==> config.mk <==
export PLATFORM = sky130hd
export DESIGN_NAME = thtw_front
export DESIGN_NICKNAME = d
export VERILOG_FILES = /design/src/design/terrain_height_texture_weights_macros.svh /design/src/design/thtw_pkg.sv /design/src/design/thtw_front.sv
export SDC_FILE = /design/constraint.sdc
export NUM_CORES = 2
export LEC_CHECK = 0
export BUFFER_PORTS_ARGS = -buffer_cell sky130_fd_sc_hd__buf_2
export CORE_MARGIN = 5
export CORE_UTILIZATION = 45
export CTS_CLUSTER_SIZE = 40
export DETAILED_ROUTE_END_ITERATION = 7
export GPL_ROUTABILITY_DRIVEN = 0
export SETUP_SLACK_MARGIN = 0.02
export SYNTH_ARGS = -nofsm -noshare
export SYNTH_HDL_FRONTEND = slang
export SYNTH_SLANG_ARGS = --single-unit
export TNS_END_PERCENT = 30
==> constraint.sdc <==
create_clock -name clk -period 6.9 [get_ports clk]
set_input_delay 0.345 -clock clk [delete_from_list [all_inputs] [get_ports clk]]
set_output_delay 0.345 -clock clk [all_outputs]
set_load 0.01 [all_outputs]
==> src/design/terrain_height_texture_weights_macros.svh <==
// ----------------------------------------------------------------------------
// Terrain height texture weights: assertion macros
// Shared property wrappers, clocked on clk and disabled while rst_n is low.
// ----------------------------------------------------------------------------
`ifndef TERRAIN_HEIGHT_TEXTURE_WEIGHTS_MACROS_SVH
`define TERRAIN_HEIGHT_TEXTURE_WEIGHTS_MACROS_SVH

// Consequent checked in the same cycle as the antecedent.
`define THTW_ASSERT(lbl, ante, cons, msg) \
  lbl: assert property (@(posedge clk) disable iff (!rst_n) (ante) |-> (cons)) \
    else $error(msg);

// Consequent checked after a delay of dly from the antecedent.
`define THTW_ASSERT_DLY(lbl, ante, dly, cons, msg) \
  lbl: assert property (@(posedge clk) disable iff (!rst_n) (ante) |-> ##(dly) (cons)) \
    else $error(msg);

`endif

==> src/design/thtw_pkg.sv <==
// ----------------------------------------------------------------------------
// Terrain height texture weights: shared package
// Field widths, fixed-point constants, register codes and inter-stage types.
// ----------------------------------------------------------------------------
package thtw_pkg;

  localparam int GRID_BITS     = 12;
  localparam int RECIP_BITS    = 24;
  localparam int PIX_SUM_BITS  = 10;
  localparam int HEIGHT_BITS   = 14;
  localparam int TEX_BITS      = 16;
  localparam int CFG_BITS      = 16;
  localparam int WGT_BITS      = 17;
  localparam int SUM_BITS      = 19;
  localparam int DIST_BITS     = 19;
  localparam int RAMP_PROD_BITS = 33;
  localparam int RAMPS         = 6;
  localparam int LANES         = 4;

  localparam int LANE_SAND  = 0;
  localparam int LANE_GRASS = 1;
  localparam int LANE_ROCK  = 2;
  localparam int LANE_SNOW  = 3;

  // Height is floor(sum * 256 / 18), done as sum * ceil(2^20 / 9) >> 13.
  localparam int HEIGHT_RECIP_BITS = 17;
  localparam logic [HEIGHT_RECIP_BITS-1:0] HEIGHT_RECIP = 17'd116509;
  localparam int HEIGHT_SHIFT = 13;

  localparam logic signed [DIST_BITS-1:0] THIRD_Q8      = 19'sd3627;
  localparam logic signed [DIST_BITS-1:0] TWO_THIRDS_Q8 = 19'sd7253;
  localparam logic [WGT_BITS-1:0] ONE_Q16 = 17'd65536;
  localparam logic [SUM_BITS-1:0] NORM_SLACK = 19'd3;

  localparam logic [CFG_BITS-1:0]   BLEND_WIDTH_RST  = 16'd341;
  localparam logic [CFG_BITS-1:0]   BAND_GAP_RST     = 16'd1984;
  localparam logic [CFG_BITS-1:0]   RECIP_GAP_RST    = 16'd8456;
  localparam logic [RECIP_BITS-1:0] RECIP_WIDTH_RST  = 24'd65536;
  localparam logic [RECIP_BITS-1:0] RECIP_HEIGHT_RST = 24'd65536;

  typedef enum logic [2:0] {
    CFG_BLEND_WIDTH  = 3'd0,
    CFG_BAND_GAP     = 3'd1,
    CFG_RECIP_GAP    = 3'd2,
    CFG_RECIP_WIDTH  = 3'd3,
    CFG_RECIP_HEIGHT = 3'd4
  } cfg_reg_t;

  localparam int FRONT_STAGES = 3;
  localparam int WGT_STAGES   = 5;
  localparam int DIV_STAGES   = 17;
  localparam int PIPE_LATENCY = FRONT_STAGES + WGT_STAGES + DIV_STAGES + 1;

  typedef struct packed {
    logic [RECIP_BITS-1:0] recip_width;
    logic [RECIP_BITS-1:0] recip_height;
  } thtw_coord_cfg_t;

  typedef struct packed {
    logic [CFG_BITS-1:0] blend_width;
    logic [CFG_BITS-1:0] band_gap;
    logic [CFG_BITS-1:0] recip_gap;
  } thtw_band_cfg_t;

  typedef struct packed {
    logic [HEIGHT_BITS-1:0] height;
    logic [TEX_BITS-1:0]    tex_u;
    logic [TEX_BITS-1:0]    tex_v;
  } thtw_side_t;

  typedef struct packed {
    logic       valid;
    thtw_side_t side;
  } thtw_front_t;

  typedef struct packed {
    logic                             valid;
    thtw_side_t                       side;
    logic [LANES-1:0][WGT_BITS-1:0]   w;
    logic [SUM_BITS-1:0]              sum;
  } thtw_wgt_t;

  typedef struct packed {
    logic                             valid;
    thtw_side_t                       side;
    logic                             zero;
    logic [LANES-1:0][WGT_BITS-1:0]   q;
  } thtw_res_t;

endpackage

==> src/design/thtw_front.sv <==
// ----------------------------------------------------------------------------
// Terrain height texture weights: front stages
// Captures a pixel, then forms the Q8 height and the saturated Q0.16 texture
// coordinates over three register stages.
// ----------------------------------------------------------------------------
module thtw_front #(
  parameter int COORD_BITS = 12
) (
  input  logic                                      clk,
  input  logic                                      rst_n,
  input  logic                                      in_fire,
  input  logic [7:0]                                pixel_blue,
  input  logic [7:0]                                pixel_green,
  input  logic [7:0]                                pixel_red,
  input  logic [thtw_pkg::GRID_BITS-1:0]            grid_column,
  input  logic [thtw_pkg::GRID_BITS-1:0]            grid_row,
  input  thtw_pkg::thtw_coord_cfg_t                 coord_cfg,
  output thtw_pkg::thtw_front_t                     front
);

  localparam int CB = (COORD_BITS < thtw_pkg::GRID_BITS) ? COORD_BITS : thtw_pkg::GRID_BITS;
  localparam int PW = CB + thtw_pkg::RECIP_BITS;
  localparam int HW = thtw_pkg::PIX_SUM_BITS + thtw_pkg::HEIGHT_RECIP_BITS;

  logic [thtw_pkg::FRONT_STAGES-1:0]  vld_r;
  logic [thtw_pkg::PIX_SUM_BITS-1:0]  psum_r;
  logic [CB-1:0]                      col_r;
  logic [CB-1:0]                      row_r;
  logic [HW-1:0]                      hprod_r;
  logic [PW-1:0]                      uprod_r;
  logic [PW-1:0]                      vprod_r;
  thtw_pkg::thtw_side_t               side_r;

  logic [thtw_pkg::PIX_SUM_BITS-1:0]  psum_nxt;
  logic [HW-1:0]                      hprod_nxt;
  logic [PW-1:0]                      uprod_nxt;
  logic [PW-1:0]                      vprod_nxt;
  thtw_pkg::thtw_side_t               side_nxt;

  always_comb begin
    psum_nxt = thtw_pkg::PIX_SUM_BITS'(pixel_blue) + thtw_pkg::PIX_SUM_BITS'(pixel_green)
             + thtw_pkg::PIX_SUM_BITS'(pixel_red);
    hprod_nxt = HW'(psum_r) * HW'(thtw_pkg::HEIGHT_RECIP);
    uprod_nxt = PW'(col_r) * PW'(coord_cfg.recip_width);
    vprod_nxt = PW'(row_r) * PW'(coord_cfg.recip_height);
    side_nxt.height = hprod_r[thtw_pkg::HEIGHT_SHIFT +: thtw_pkg::HEIGHT_BITS];
    side_nxt.tex_u  = (|uprod_r[PW-1:thtw_pkg::RECIP_BITS]) ? '1 : uprod_r[23:8];
    side_nxt.tex_v  = (|vprod_r[PW-1:thtw_pkg::RECIP_BITS]) ? '1 : vprod_r[23:8];
  end

  always_ff @(posedge clk) begin
    if (!rst_n) begin
      vld_r <= '0;
    end else begin
      vld_r <= {vld_r[thtw_pkg::FRONT_STAGES-2:0], in_fire};
    end
  end

  always_ff @(posedge clk) begin
    psum_r  <= psum_nxt;
    col_r   <= grid_column[CB-1:0];
    row_r   <= grid_row[CB-1:0];
    hprod_r <= hprod_nxt;
    uprod_r <= uprod_nxt;
    vprod_r <= vprod_nxt;
    side_r  <= side_nxt;
  end

  assign front.valid = vld_r[thtw_pkg::FRONT_STAGES-1];
  assign front.side  = side_r;

endmodule

* After elaboration in Yosys (flattened, before gate mapping) *
Index checks and enable logic that the tools add are counted.

storage, ports and cells
  register bits after elaboration = 182
  input bits = 99

cells by class
  add/sub/neg operators = 2
  reduce and logical (&&, ||, !) cells = 2
  $mul = 3

operator list
  operator                                              number
  multiplier 12 x 24 -> 36 bit                          2
  multiplier 10 x 17 -> 27 bit (second input constant)  1
  OR reduction 12 bit                                   2
  adder 9 x 8 -> 10 bit                                 1
  adder 8 x 8 -> 9 bit                                  1

* Depth between registers and ports, before layout *
  depth in word-level cells = 2
  depth in mapped cells = 21

* Least setup slack after synthesis *
OpenSTA, ideal clock, no wires.

  path type = flip-flop to flip-flop
  start point = register row_r[3]
  end point = register vprod_r[35]
  period minus slack after synthesis = 5.493 ns
  buffers on the path = 1
  arrival = 5.366 ns
  stages on the path, launching flop included = 20
  setup slack = 1.407 ns
  cells stage by stage = dfxtp_1 > clkbuf_1 > nand2_1 > fa_1 > fa_1 > inv_1 > fa_1 > fa_1 > inv_1 > fa_1 > inv_1 > ha_1 > a21o_1 > a221o_1 > a31oi_1 > and3_4 > a21o_2 > a211oi_2 > o211a_1 > or3_1

on the way
  cells in the longest elaborated chain, start to end = 1

RTL lines
  element                       RTL line          text
  start, declared               thtw_front.sv:28  logic [CB-1:0] row_r;
  start signal, assigned        thtw_front.sv:62  row_r <= grid_row[CB-1:0];
  multiplier 12 x 24 -> 36 bit  thtw_front.sv:45  vprod_nxt = PW'(row_r) * PW'(coord_cfg.recip_height);
  net vprod_nxt[35]             thtw_front.sv:37  logic [PW-1:0] vprod_nxt;
  end signal, assigned          thtw_front.sv:65  vprod_r <= vprod_nxt;
  end, declared                 thtw_front.sv:31  logic [PW-1:0] vprod_r;

The timed path passes the listed nets, and every way through them passes these cells.
A chain may end at the register's enable or synchronous reset.

* Worst setup path in the final report *
  start point = register row_r[4]
  end point = register vprod_r[25]

The elaborated chain is that of the path after synthesis.

==> run_results.csv <==
group,metric,value,unit
timing,period_needed,6.21,ns
die,die_w,238,µm
timing,finalHoldViolCount,0,
placed_design,io_buffers,145,
final_layout,final_cell_mix,"inv_1 (578), fa_1 (483), nand2_1 (430), ha_1 (224), and2_1 (178)",
final_layout,drive_gt1_frac,0.0945,
clock_network,cts_root_buf,"clkbuf_16",
clock_network,cts_buffer_depth,2,
placed_design,placedCellCount,3270,
grt,antenna_found_initial,3,
yosys,syn_avg_cell_area,9.27,µm²
run,drv_cap,0,
yosys,synth.distinct_cells,54,
final_layout,final_common_cell,"inv_1",
clock_network,path_clk_slew,0.07,ns
yosys,syn-num-nets,3325,
clock_network,clock-sinks,153,
clock_network,cts_tree,"done",
yosys,ys_seq_elements,153,
die,num_rows,83,
yosys,async_reset_ff_frac,0,
yosys,synthesis.area,0.0234,mm²
outcome,status,"finished, final reports clean",
clock_network,cts-buffers-inserted,17,
timing,tns,0,ns
setup_path,regToRegStartpoint,"row_r[4]",
detailed_routing,antenna_left,0,
yosys,synth_top_family_by_area,"adder cells",
clock_network,post_cts_buffers,0,
setup_path,critical_path_arrival,6.60,ns
yosys,synth-main-ff-cell,"dfxtp_1",
detailed_routing,first_pass_iters,5,
yosys,synth_warnings,0,
detailed_routing,route.detailed.vias_per_inst,4.95,
detailed_routing,routed_wl,52900,µm
timing,finalCritPeriodShare,0.900,
timing,final_max_slew_viol_count,0,
grt,grt_overflow,0,
grt,grt_max_degree,25,
yosys,synthAdderAreaFrac,0.534,
setup_path,endpoint_kind,"flip-flop",
hold_path,hold_path.class,"input port to flip-flop",
die,die_h,238,µm
setup_path,crit_fanout,17,
yosys,synthSimpleGateAreaFrac,0.151,
final_layout,instances_no_fill,3327,
setup_path,rr_worst_depth,18,
die,core,0.0514,mm²
setup_path,cp-start-kind,"flip-flop",
placed_design,post-dp-hpwl,43500,µm
timing,fin_skew,0.0196,ns
final_layout,fin_nets,3439,
timing,whs,0.0934,ns
yosys,synthMuxAreaShare,0,
yosys,yosysSeqAreaShare,0.131,
setup_path,rr_endpoint,"vprod_r[25]",
final_layout,post-route-util,0.498,
setup_path,r2r_setup_slack,0.69,ns
yosys,synthXorXnorAreaFrac,0.0266,
timing,rsz0062_at_grt,"no",
yosys,synth_edf_count,0,
detailed_routing,drtIter0Drc,780,
setup_path,worstSetupEndpoint,"vprod_r[25]",
timing,fmax,161,MHz
setup_path,path_class,"flip-flop to flip-flop",
detailed_routing,vias,16500,
clock_network,htreeDepth,4,
setup_path,critPathLaunch,"row_r[4]",
detailed_routing,post_drt_wl_per_cell,15.9,µm
timing,slew-limit-headroom,0.347,
final_layout,area_delta_synth_final,9.67,%
die,die-area,0.0565,mm²
detailed_routing,drc_errors,0,
die,initial_core_util,0.454,
setup_path,crit_required,7.28,ns
clock_network,clk_latency,0.48,ns
timing,worst_pin_slew,0.979,ns
yosys,synth_compound_area_frac,0.0477,
grt,first_global_vias,18100,
timing,final-setup-viol-count,0,
grt,gr-usage-all-layers,0.198,
yosys,syn-instance-count,2519,
grt,grt_pass1_wl,90300,µm
die,io_pins,146,
-- cell usage after synthesis (23+ instances only) --
library cell	number	area, µm²
a21o_1	31	233
xnor2_1	48	420
inv_1	578	2170
fa_1	483	9670
nor2_1	36	135
nand2_1	430	1610
a21oi_1	51	255
and2_1	178	1110
or2_2	35	219
ha_1	224	2800
clkbuf_1	100	375
dfxtp_1	153	3060
xor2_1	23	201
-- stage by stage --
| step | worst slack [ns] | area [µm²] |
|---|---|---|
| final | 0.689 | 25600 |
| after detailed placement | 0.707 | 24700 |
| after global placement | 0.803 | 24700 |
| after floorplan | 1.41 | 23400 |
| after global routing | 0.325 | 25600 |
| after CTS | 0.690 | 25600 |
-- flip-flops by register name, summed over array words and instances (netlist names) --
signal / cells
hprod_r: 14
vprod_r: 28
front: 46
row_r: 12
psum_r: 10
col_r: 12
uprod_r: 28
vld_r: 3
-- what timing repair did --
action                                 in CTS  in global routing
gates resized for setup                     0                  0
hold buffers                               24                  0
endpoints found under the hold margin      24                  0
-- logic make-up after synthesis --
family | Yosys count
xor+xnor | 71
fa+ha+maj | 707
simple gates | 746
compound gates | 163
buf+inv | 679
flops | 153
-- critical path, cell delays in order (launching register included) --
cell,delay [ns]
dfxtp_1,0.76
nand2_1,0.17
fa_1,0.52
fa_1,0.41
inv_1,0.11
fa_1,0.45
fa_1,0.55
inv_1,0.05
fa_1,0.47
inv_1,0.04
ha_1,0.32
a21oi_1,0.16
nand2_1,0.14
o31ai_1,0.32
o21ai_0,0.24
a221oi_1,0.56
o21ai_0,0.32
a221oi_1,0.38
xnor2_1,0.17
-- per-layer routing --
| metal | vias up | wire length, µm | share of wire | track usage |
|---|---|---|---|---|
| li1 | 7676 | - | - | - |
| met1 | 8361 | 23000 | 0.44 | 0.258 |
| met2 | 349 | 25600 | 0.48 | 0.333 |
| met3 | 90 | 2660 | 0.050 | 0.0393 |
| met4 | 6 | 1550 | 0.029 | 0.0677 |
| met5 | - | 36 | 0.00068 | 0 |
-- worst min-delay path by stage --
stage / from / to / cells after the start
floorplan: hprod_r[13] / front[32] / 0
global placement: hprod_r[16] / front[35] / 0
detailed placement: hprod_r[20] / front[39] / 0
CTS: in_fire / vld_r[0] / 2
global route: rst_n / vld_r[2] / 2
finish: in_fire / vld_r[0] / 2
-- cell type report --
| cell class | count | area [µm²] |
|---|---|---|
| fill | 4931 | 25800 |
| multi-input combinational | 1687 | 17700 |
| sequential | 153 | 3060 |
| inverter | 578 | 2170 |
| timing repair buffer | 196 | 1170 |
| tap | 680 | 851 |
| clock buffer | 17 | 425 |
| clock inverter | 15 | 194 |
| antenna | 1 | 2.50 |
Power is left out: the tool's default activity adds up to more than one toggle a clock period on the data nets, which glitch-free logic cannot reach.
