==> config.mk <==
export PLATFORM = sky130hd
export DESIGN_NAME = thtw_weights
export DESIGN_NICKNAME = d
export VERILOG_FILES = /design/src/design/terrain_height_texture_weights_macros.svh /design/src/design/thtw_pkg.sv /design/src/design/thtw_weights.sv
export SDC_FILE = /design/constraint.sdc
export NUM_CORES = 2
export LEC_CHECK = 0
export BUFFER_PORTS_ARGS = -buffer_cell sky130_fd_sc_hd__buf_2
export CORE_UTILIZATION = 35
export DETAILED_ROUTE_END_ITERATION = 10
export PLACE_DENSITY_LB_ADDON = 0.3
export REMOVE_ABC_BUFFERS = 1
export SYNTH_ARGS = -nofsm -noshare
export SYNTH_HDL_FRONTEND = slang
export SYNTH_SLANG_ARGS = --single-unit
==> constraint.sdc <==
create_clock -name clk -period 23.5 [get_ports clk]
set_clock_uncertainty 0.1 [all_clocks]
set_input_delay 3.525 -clock clk [delete_from_list [all_inputs] [get_ports clk]]
set_output_delay 3.525 -clock clk [all_outputs]
set_load 0.02 [all_outputs]
==> src/design/terrain_height_texture_weights_macros.svh <==
// ----------------------------------------------------------------------------
// Terrain height texture weights: assertion macros
// Shared property wrappers, clocked on clk and disabled while rst_n is low.
// ----------------------------------------------------------------------------
`ifndef TERRAIN_HEIGHT_TEXTURE_WEIGHTS_MACROS_SVH
`define TERRAIN_HEIGHT_TEXTURE_WEIGHTS_MACROS_SVH

// Consequent checked in the same cycle as the antecedent.
`define THTW_ASSERT(lbl, ante, cons, msg) \
  lbl: assert property (@(posedge clk) disable iff (!rst_n) (ante) |-> (cons)) \
    else $error(msg);

// Consequent checked after a delay of dly from the antecedent.
`define THTW_ASSERT_DLY(lbl, ante, dly, cons, msg) \
  lbl: assert property (@(posedge clk) disable iff (!rst_n) (ante) |-> ##(dly) (cons)) \
    else $error(msg);

`endif

==> src/design/thtw_pkg.sv <==
// ----------------------------------------------------------------------------
// Terrain height texture weights: shared package
// Field widths, fixed-point constants, register codes and inter-stage types.
// ----------------------------------------------------------------------------
package thtw_pkg;

  localparam int GRID_BITS     = 12;
  localparam int RECIP_BITS    = 24;
  localparam int PIX_SUM_BITS  = 10;
  localparam int HEIGHT_BITS   = 14;
  localparam int TEX_BITS      = 16;
  localparam int CFG_BITS      = 16;
  localparam int WGT_BITS      = 17;
  localparam int SUM_BITS      = 19;
  localparam int DIST_BITS     = 19;
  localparam int RAMP_PROD_BITS = 33;
  localparam int RAMPS         = 6;
  localparam int LANES         = 4;

  localparam int LANE_SAND  = 0;
  localparam int LANE_GRASS = 1;
  localparam int LANE_ROCK  = 2;
  localparam int LANE_SNOW  = 3;

  // Height is floor(sum * 256 / 18), done as sum * ceil(2^20 / 9) >> 13.
  localparam int HEIGHT_RECIP_BITS = 17;
  localparam logic [HEIGHT_RECIP_BITS-1:0] HEIGHT_RECIP = 17'd116509;
  localparam int HEIGHT_SHIFT = 13;

  localparam logic signed [DIST_BITS-1:0] THIRD_Q8      = 19'sd3627;
  localparam logic signed [DIST_BITS-1:0] TWO_THIRDS_Q8 = 19'sd7253;
  localparam logic [WGT_BITS-1:0] ONE_Q16 = 17'd65536;
  localparam logic [SUM_BITS-1:0] NORM_SLACK = 19'd3;

  localparam logic [CFG_BITS-1:0]   BLEND_WIDTH_RST  = 16'd341;
  localparam logic [CFG_BITS-1:0]   BAND_GAP_RST     = 16'd1984;
  localparam logic [CFG_BITS-1:0]   RECIP_GAP_RST    = 16'd8456;
  localparam logic [RECIP_BITS-1:0] RECIP_WIDTH_RST  = 24'd65536;
  localparam logic [RECIP_BITS-1:0] RECIP_HEIGHT_RST = 24'd65536;

  typedef enum logic [2:0] {
    CFG_BLEND_WIDTH  = 3'd0,
    CFG_BAND_GAP     = 3'd1,
    CFG_RECIP_GAP    = 3'd2,
    CFG_RECIP_WIDTH  = 3'd3,
    CFG_RECIP_HEIGHT = 3'd4
  } cfg_reg_t;

  localparam int FRONT_STAGES = 3;
  localparam int WGT_STAGES   = 5;
  localparam int DIV_STAGES   = 17;
  localparam int PIPE_LATENCY = FRONT_STAGES + WGT_STAGES + DIV_STAGES + 1;

  typedef struct packed {
    logic [RECIP_BITS-1:0] recip_width;
    logic [RECIP_BITS-1:0] recip_height;
  } thtw_coord_cfg_t;

  typedef struct packed {
    logic [CFG_BITS-1:0] blend_width;
    logic [CFG_BITS-1:0] band_gap;
    logic [CFG_BITS-1:0] recip_gap;
  } thtw_band_cfg_t;

  typedef struct packed {
    logic [HEIGHT_BITS-1:0] height;
    logic [TEX_BITS-1:0]    tex_u;
    logic [TEX_BITS-1:0]    tex_v;
  } thtw_side_t;

  typedef struct packed {
    logic       valid;
    thtw_side_t side;
  } thtw_front_t;

  typedef struct packed {
    logic                             valid;
    thtw_side_t                       side;
    logic [LANES-1:0][WGT_BITS-1:0]   w;
    logic [SUM_BITS-1:0]              sum;
  } thtw_wgt_t;

  typedef struct packed {
    logic                             valid;
    thtw_side_t                       side;
    logic                             zero;
    logic [LANES-1:0][WGT_BITS-1:0]   q;
  } thtw_res_t;

endpackage

==> src/design/thtw_weights.sv <==
// ----------------------------------------------------------------------------
// Terrain height texture weights: band weight stages
// Forms the six ramp distances, scales and clamps them, and builds the four
// raw band weights and their sum over five register stages.
// ----------------------------------------------------------------------------
module thtw_weights (
  input  logic                      clk,
  input  logic                      rst_n,
  input  thtw_pkg::thtw_band_cfg_t  band_cfg,
  input  thtw_pkg::thtw_front_t     front,
  output thtw_pkg::thtw_wgt_t       wgt
);

  localparam int DB = thtw_pkg::DIST_BITS;
  localparam int PB = thtw_pkg::RAMP_PROD_BITS;
  localparam int WB = thtw_pkg::WGT_BITS;

  logic [thtw_pkg::WGT_STAGES-1:0]    vld_r;
  thtw_pkg::thtw_side_t               side_r [thtw_pkg::WGT_STAGES];

  logic signed [DB-1:0]               dist_r [thtw_pkg::RAMPS];
  logic [PB-1:0]                      prod_r [thtw_pkg::RAMPS];
  logic [WB-1:0]                      ramp_r [thtw_pkg::RAMPS];
  logic [thtw_pkg::LANES-1:0][WB-1:0] raw_r;
  logic [thtw_pkg::LANES-1:0][WB-1:0] w_r;
  logic [thtw_pkg::SUM_BITS-1:0]      sum_r;

  logic signed [DB-1:0]               dist_nxt [thtw_pkg::RAMPS];
  logic [PB-1:0]                      prod_nxt [thtw_pkg::RAMPS];
  logic [WB-1:0]                      ramp_nxt [thtw_pkg::RAMPS];
  logic [thtw_pkg::LANES-1:0][WB-1:0] raw_nxt;
  logic [thtw_pkg::SUM_BITS-1:0]      sum_nxt;
  logic signed [DB-1:0]               ys;
  logic signed [DB-1:0]               gs;
  logic signed [DB-1:0]               bs;

  always_comb begin
    ys = $signed({5'd0, front.side.height});
    gs = $signed({3'd0, band_cfg.band_gap});
    bs = $signed({3'd0, band_cfg.blend_width});
    dist_nxt[0] = ys;
    dist_nxt[1] = ys - gs + bs;
    dist_nxt[2] = ys - thtw_pkg::THIRD_Q8;
    dist_nxt[3] = ys - gs - thtw_pkg::THIRD_Q8 + bs;
    dist_nxt[4] = ys - thtw_pkg::TWO_THIRDS_Q8;
    dist_nxt[5] = ys - gs - thtw_pkg::TWO_THIRDS_Q8 + bs;
  end

  always_comb begin
    for (int i = 0; i < thtw_pkg::RAMPS; i++) begin
      if (!dist_r[i][DB-1] && (dist_r[i] != '0)) begin
        prod_nxt[i] = PB'(dist_r[i][16:0]) * PB'(band_cfg.recip_gap);
      end else begin
        prod_nxt[i] = '0;
      end
      ramp_nxt[i] = (prod_r[i][PB-1:8] > 25'(thtw_pkg::ONE_Q16)) ? thtw_pkg::ONE_Q16
                                                                 : prod_r[i][24:8];
    end
  end

  always_comb begin
    raw_nxt[thtw_pkg::LANE_SAND]  = thtw_pkg::ONE_Q16 - ramp_r[0];
    raw_nxt[thtw_pkg::LANE_GRASS] = (ramp_r[1] > ramp_r[2]) ? ramp_r[1] - ramp_r[2] : '0;
    raw_nxt[thtw_pkg::LANE_ROCK]  = (ramp_r[3] > ramp_r[4]) ? ramp_r[3] - ramp_r[4] : '0;
    raw_nxt[thtw_pkg::LANE_SNOW]  = ramp_r[5];
    sum_nxt = thtw_pkg::SUM_BITS'(raw_r[0]) + thtw_pkg::SUM_BITS'(raw_r[1])
            + thtw_pkg::SUM_BITS'(raw_r[2]) + thtw_pkg::SUM_BITS'(raw_r[3]);
  end

  always_ff @(posedge clk) begin
    if (!rst_n) begin
      vld_r <= '0;
    end else begin
      vld_r <= {vld_r[thtw_pkg::WGT_STAGES-2:0], front.valid};
    end
  end

  always_ff @(posedge clk) begin
    side_r[0] <= front.side;
    for (int s = 1; s < thtw_pkg::WGT_STAGES; s++) begin
      side_r[s] <= side_r[s-1];
    end
    for (int i = 0; i < thtw_pkg::RAMPS; i++) begin
      dist_r[i] <= dist_nxt[i];
      prod_r[i] <= prod_nxt[i];
      ramp_r[i] <= ramp_nxt[i];
    end
    raw_r <= raw_nxt;
    w_r   <= raw_r;
    sum_r <= sum_nxt;
  end

  assign wgt.valid = vld_r[thtw_pkg::WGT_STAGES-1];
  assign wgt.side  = side_r[thtw_pkg::WGT_STAGES-1];
  assign wgt.w     = w_r;
  assign wgt.sum   = sum_r;

endmodule

# ---- After elaboration in Yosys (flattened, before gate mapping)
# Memories as Yosys holds them, arrays and structs flattened. A register that Yosys moved wholly into a read port is not among the register bits.
# Index checks and enable logic that the tools add are counted.
dict set report op_classes {
  n_reduce_logical 18
  addsub 14
  n_mux 12
  order_cmp 8
  multipliers 6
}
# cell count
set ops {}
lappend ops {{17-bit by 16-bit multiplier with 33-bit output} 6}
lappend ops {{33-bit 2-to-1 mux} 6}
lappend ops {{25-bit by 17-bit greater-than comparator with 1-bit output (second input constant)} 6}
lappend ops {{19-bit nonzero test} 6}
lappend ops {{17-bit 2-to-1 mux} 6}
lappend ops {{18-bit by 17-bit adder with 19-bit output} 2}
lappend ops {{19-bit by 17-bit adder with 19-bit output} 2}
lappend ops {{17-bit by 17-bit adder with 18-bit output} 2}
lappend ops {{17-bit greater-than comparator} 2}
lappend ops {{17-bit subtractor} 2}
lappend ops {{17-bit by 13-bit subtractor with 18-bit output (second input constant)} 1}
lappend ops {{17-bit by 14-bit subtractor with 18-bit output (second input constant)} 1}
lappend ops {{14-bit by 16-bit subtractor with 17-bit output} 1}
lappend ops {{17-bit subtractor (first input constant)} 1}
lappend ops {{14-bit by 12-bit subtractor with 15-bit output (second input constant)} 1}
lappend ops {{14-bit by 13-bit subtractor with 15-bit output (second input constant)} 1}
lappend ops {{1-bit logical AND} 6}
lappend ops {{1-bit zero test} 6}
dict set report word_totals {
  in_bits 97
  mem_count 4
  regBits 143
  elab_cells 71
  mem_bits_rw 644
  output_inout_bits 134
}
# memory words word_bits read_ports rd_clocked_by_memory_dff write_ports line
set memory_table {}
lappend memory_table {side_r 5 46 5 0 5 thtw_weights.sv:19} ;# thtw_pkg::thtw_side_t side_r [thtw_pkg::WGT_STAGES];
lappend memory_table {prod_r 6 33 6 0 6 thtw_weights.sv:22} ;# logic [PB-1:0] prod_r [thtw_pkg::RAMPS];
lappend memory_table {dist_r 6 19 6 0 6 thtw_weights.sv:21} ;# logic signed [DB-1:0] dist_r [thtw_pkg::RAMPS];
lappend memory_table {ramp_r 6 17 6 1 6 thtw_weights.sv:23} ;# logic [WB-1:0] ramp_r [thtw_pkg::RAMPS];

# ---- Longest topological paths before layout
# An unclocked memory read counts as a cell.
dict set report logic_depth {
  depth_word 4
  depth_mapped 25
  depth_no_buf 23
}

# ---- Worst setup path after synthesis
# Ideal clock, no wire load.
dict set report synth_path {
  path_type {input -> register}
  start {input band_cfg[1] in the netlist's numbering}
  end {memory prod_r[3][30] in the netlist's numbering}
  path_buffers 3
  required_time_ns 23.231
  arrival_time_ns 9.696
  cell_stages 23
  setup_slack_ns 13.535
  setup_ns 0.169
  path_cell_list {buf_2 clkbuf_1 clkbuf_1 nand2_1 fa_1 fa_1 inv_1 fa_1 fa_1 fa_1 inv_1 fa_1 inv_1 ha_1 a21o_1 a21o_1 a211oi_1 o21ai_0 a211oi_1 o21bai_1 a311oi_1 mux2i_1 o311ai_0}
}
# element line
set synth_lines {}
lappend synth_lines {{start: declaration} thtw_weights.sv:9} ;# input thtw_pkg::thtw_band_cfg_t band_cfg,
lappend synth_lines {{end: declaration} thtw_weights.sv:22}

==> key figures <==
Status
  – Status: finished, violations left
  – Failing checks: antenna violations

Setup path
  – Category of the most critical setup path: primary input to flip-flop
  – Critical path required time: 23.96 ns
  – Crit path DAT: 11.15 ns
  – Crit. End Element: flip-flop
  – Worst setup SP type: primary input
  – Critical path fanouts, max: 61

Floorplan
  – I/O pins: 231
  – Die area: 212600 um^2
  – Core box area: 209600 um^2
  – # rows: 168
  – Die Height: 461.1 um
  – Die X-Extent: 461.1 um
  – Initial Utilization: 35.21%

Yosys
  – Ys async rst share: 0%
  – Synth Cell Area: 73780 um^2
  – Synth area leaders: fa_1 34%, dfxtp_1 20%, ha_1 13%
  – YS warnings: 0
  – Yosys reg bits: 726
  – EDFF count, synth: 0
  – Most common cell in the netlist: inv_1
  – Yosys top cell by area: fa_1
  – Post-synthesis cell count: 7724
  – Library cells used by synthesis: 75
  – Top_reg_cell synth: dfxtp_1
  – Commonest cells in the netlist: 1485 x inv_1, 1249 x fa_1, 894 x nand2_1, 806 x and2_1, 750 x ha_1
  – Top cell type's share of synthesized area: 33.89%
  – Mean Syn Cell Area: 9.552 um^2
  – Sequential area share after synthesis: 19.70%

Run
  – # Max-Cap Violations: 0

STA
  – Worst-margin pin slew: 1.193 ns
  – Max-slew violation count: 0
  – Final setup viols: 0
  – RSZ-0062 raised after global routing: no
  – Fin. Hold Viols: 0
  – Final Critical Period: 10.69 ns
  – Rel. slew slack: 20.49%
  – Fin Setup TNS: 0 ns
  – Max Clock Freq: 0.09354 GHz
  – Part of the cycle the worst path needs: 45.49%

Global route
  – First-pass GRT wire length: 311.2 mm
  – Total track usage: 18.82%
  – Initial antenna violation count: 20
  – Vias in the first global route: 54290
  – Largest net degree at the start of global routing: 65
  – Remaining global-route overflow: 0

Finish
  – Area occupied by multi-input gates: 52250 um^2
  – Nets@finish: 9842
  – Register area: 14530 um^2
  – Share of cells above drive strength 1: 5.787%
  – Syn-to-layout area delta: 8.796%
  – Post-layout utilization of the core: 38.30%
  – Final Non-Filler Cells: 10630
  – Layout filler cell count: 20870

Routing
  – Vias: 50960
  – Post-route DRC: 0
  – WL final: 196.3 mm
  – First drt pass iteration count: 6
  – DRT antenna net count: 1
  – DR iter-0 viols: 2946
  – Routed len/inst: 18.48 um
  – Vias per std cell: 4.796

Clocking
  – Clk pin slew, worst setup/hold paths: 0.06 ns
  – Post-CTS Setup Bufs: 0
  – Hold Buf Count CTS: 0
  – Clk_lat worst skew: 0.72 ns
  – CTS root buf: clkbuf_16
  – TritonCTS Buffers: 80
  – H-tree depth: 3
  – Clock Tree Buf Depth: 3
  – CTS sink cnt: 726
  – CTS tree: done
  – Resize count post-CTS: 0

Placed design
  – GPL Wtd Cong: 0.8742
  – Placed insts: 10470
  – IO buf count: 230
  – DP HPWL: 153.2 mm

Min path
  – Worst hold path class: flip-flop to flip-flop
==> cells in the final DEF (no fill, tap or decap), types with 25 or more instances in the layout <==
cell type  Yosys  layout
o21a_1        38      38
a21o_1        87      87
xnor2_1      144     144
and2_1       806     806
nand4_1       34      34
a211oi_1      36      36
a21oi_1      161     161
xor2_1        86      86
nor4_1        63      63
nand2_1      894     894
nor3b_1       25      25
ha_1         750     750
nor2b_1       37      37
nand3_1       47      47
nor2_1       238     238
inv_1       1485    1485
clkbuf_16      0      80
fa_1        1249    1249
dfxtp_1      726     726
buf_4         47      59
nor3_1        89      89
buf_2          2     219
o21ai_0       87      86
==> routing by layer <==
metal / vias up / share of wire [%] / track usage, %
met1: 25710 / 45 / 25.08
met4: 22 / 3.1 / 6.046
met5: - / 0.072 / 0
met2: 1349 / 46 / 30.95
li1: 23600 / - / -
met3: 269 / 6.2 / 3.113
==> worst paths after layout <==
kind | from | slack, ns | end | cells past startpoint
worst max-delay path | band_cfg[4] | 12.81 | prod_r[1][32] | 23
worst min-delay path | side_r[0][158] | 0.22 | side_r[0][204] | 0
worst max register to register | dist_r[3][7] | 16.12 | prod_r[3][30] | 22
worst min register to register | side_r[0][158] | 0.22 | side_r[0][204] | 0
==> through the flow <==
stage               instance area [um^2]  hold WS, ns  setup slack [ns]
finish                             80270       0.2248             12.81
global route                       80250       0.2278             12.24
CTS                                80250       0.2250             12.92
detailed placement                 77400       0.2121             12.18
global placement                   77400       0.2100             12.42
floorplan                          72330       0.2096             14.09
==> layout make-up <==
type                    count  area share, %
inverters                1485          6.944
well taps                2805          4.372
diodes                     10        0.03117
multi-input cells        5175          65.09
repair buffers            278          1.917
clock inverters            43         0.8386
clock buffers             103          2.701
flip-flops and latches    726          18.11
==> cells by family (layout without fill, tap and decap cells) <==
family                     count (synthesis)  in the layout  synth area share, %
AOI/OAI and AO/OA                        599            599                5.449
xor gates and xnor gates                 230            230                2.730
adders and majority gates               1999           1999                46.61
buffers and inverters                   1823           1909                9.517
DFF                                      726            726                19.70
muxes                                      5              5              0.06953
other                                      0             10                    0
and+or+nand+nor                         2342           2342                15.93
==> registers in the layout, summed over array words and instances, names as in the netlist <==
register	cells
dist_r	84
wgt	68
ramp_r	102
sum_r	19
prod_r	150
raw_r	68
vld_r	5
side_r	230
==> worst max-delay path, cell delays in order <==
cell       delay [ns]
buf_2            0.62
buf_4            0.75
and2_1           0.26
fa_1             0.41
inv_1            0.09
fa_1             0.44
fa_1             0.53
inv_1            0.06
fa_1             0.48
fa_1             0.50
inv_1            0.05
fa_1             0.47
inv_1            0.04
ha_1             0.36
nand4_1          0.19
nor4_1           0.30
a21boi_0         0.19
a21boi_0         0.52
o2111ai_1        0.39
a21oi_1          0.33
o21ai_0          0.17
a21boi_0         0.27
o31ai_1          0.12
Power is left out: the tool's default activity adds up to more than one toggle a clock period on the data nets, which glitch-free logic cannot reach.
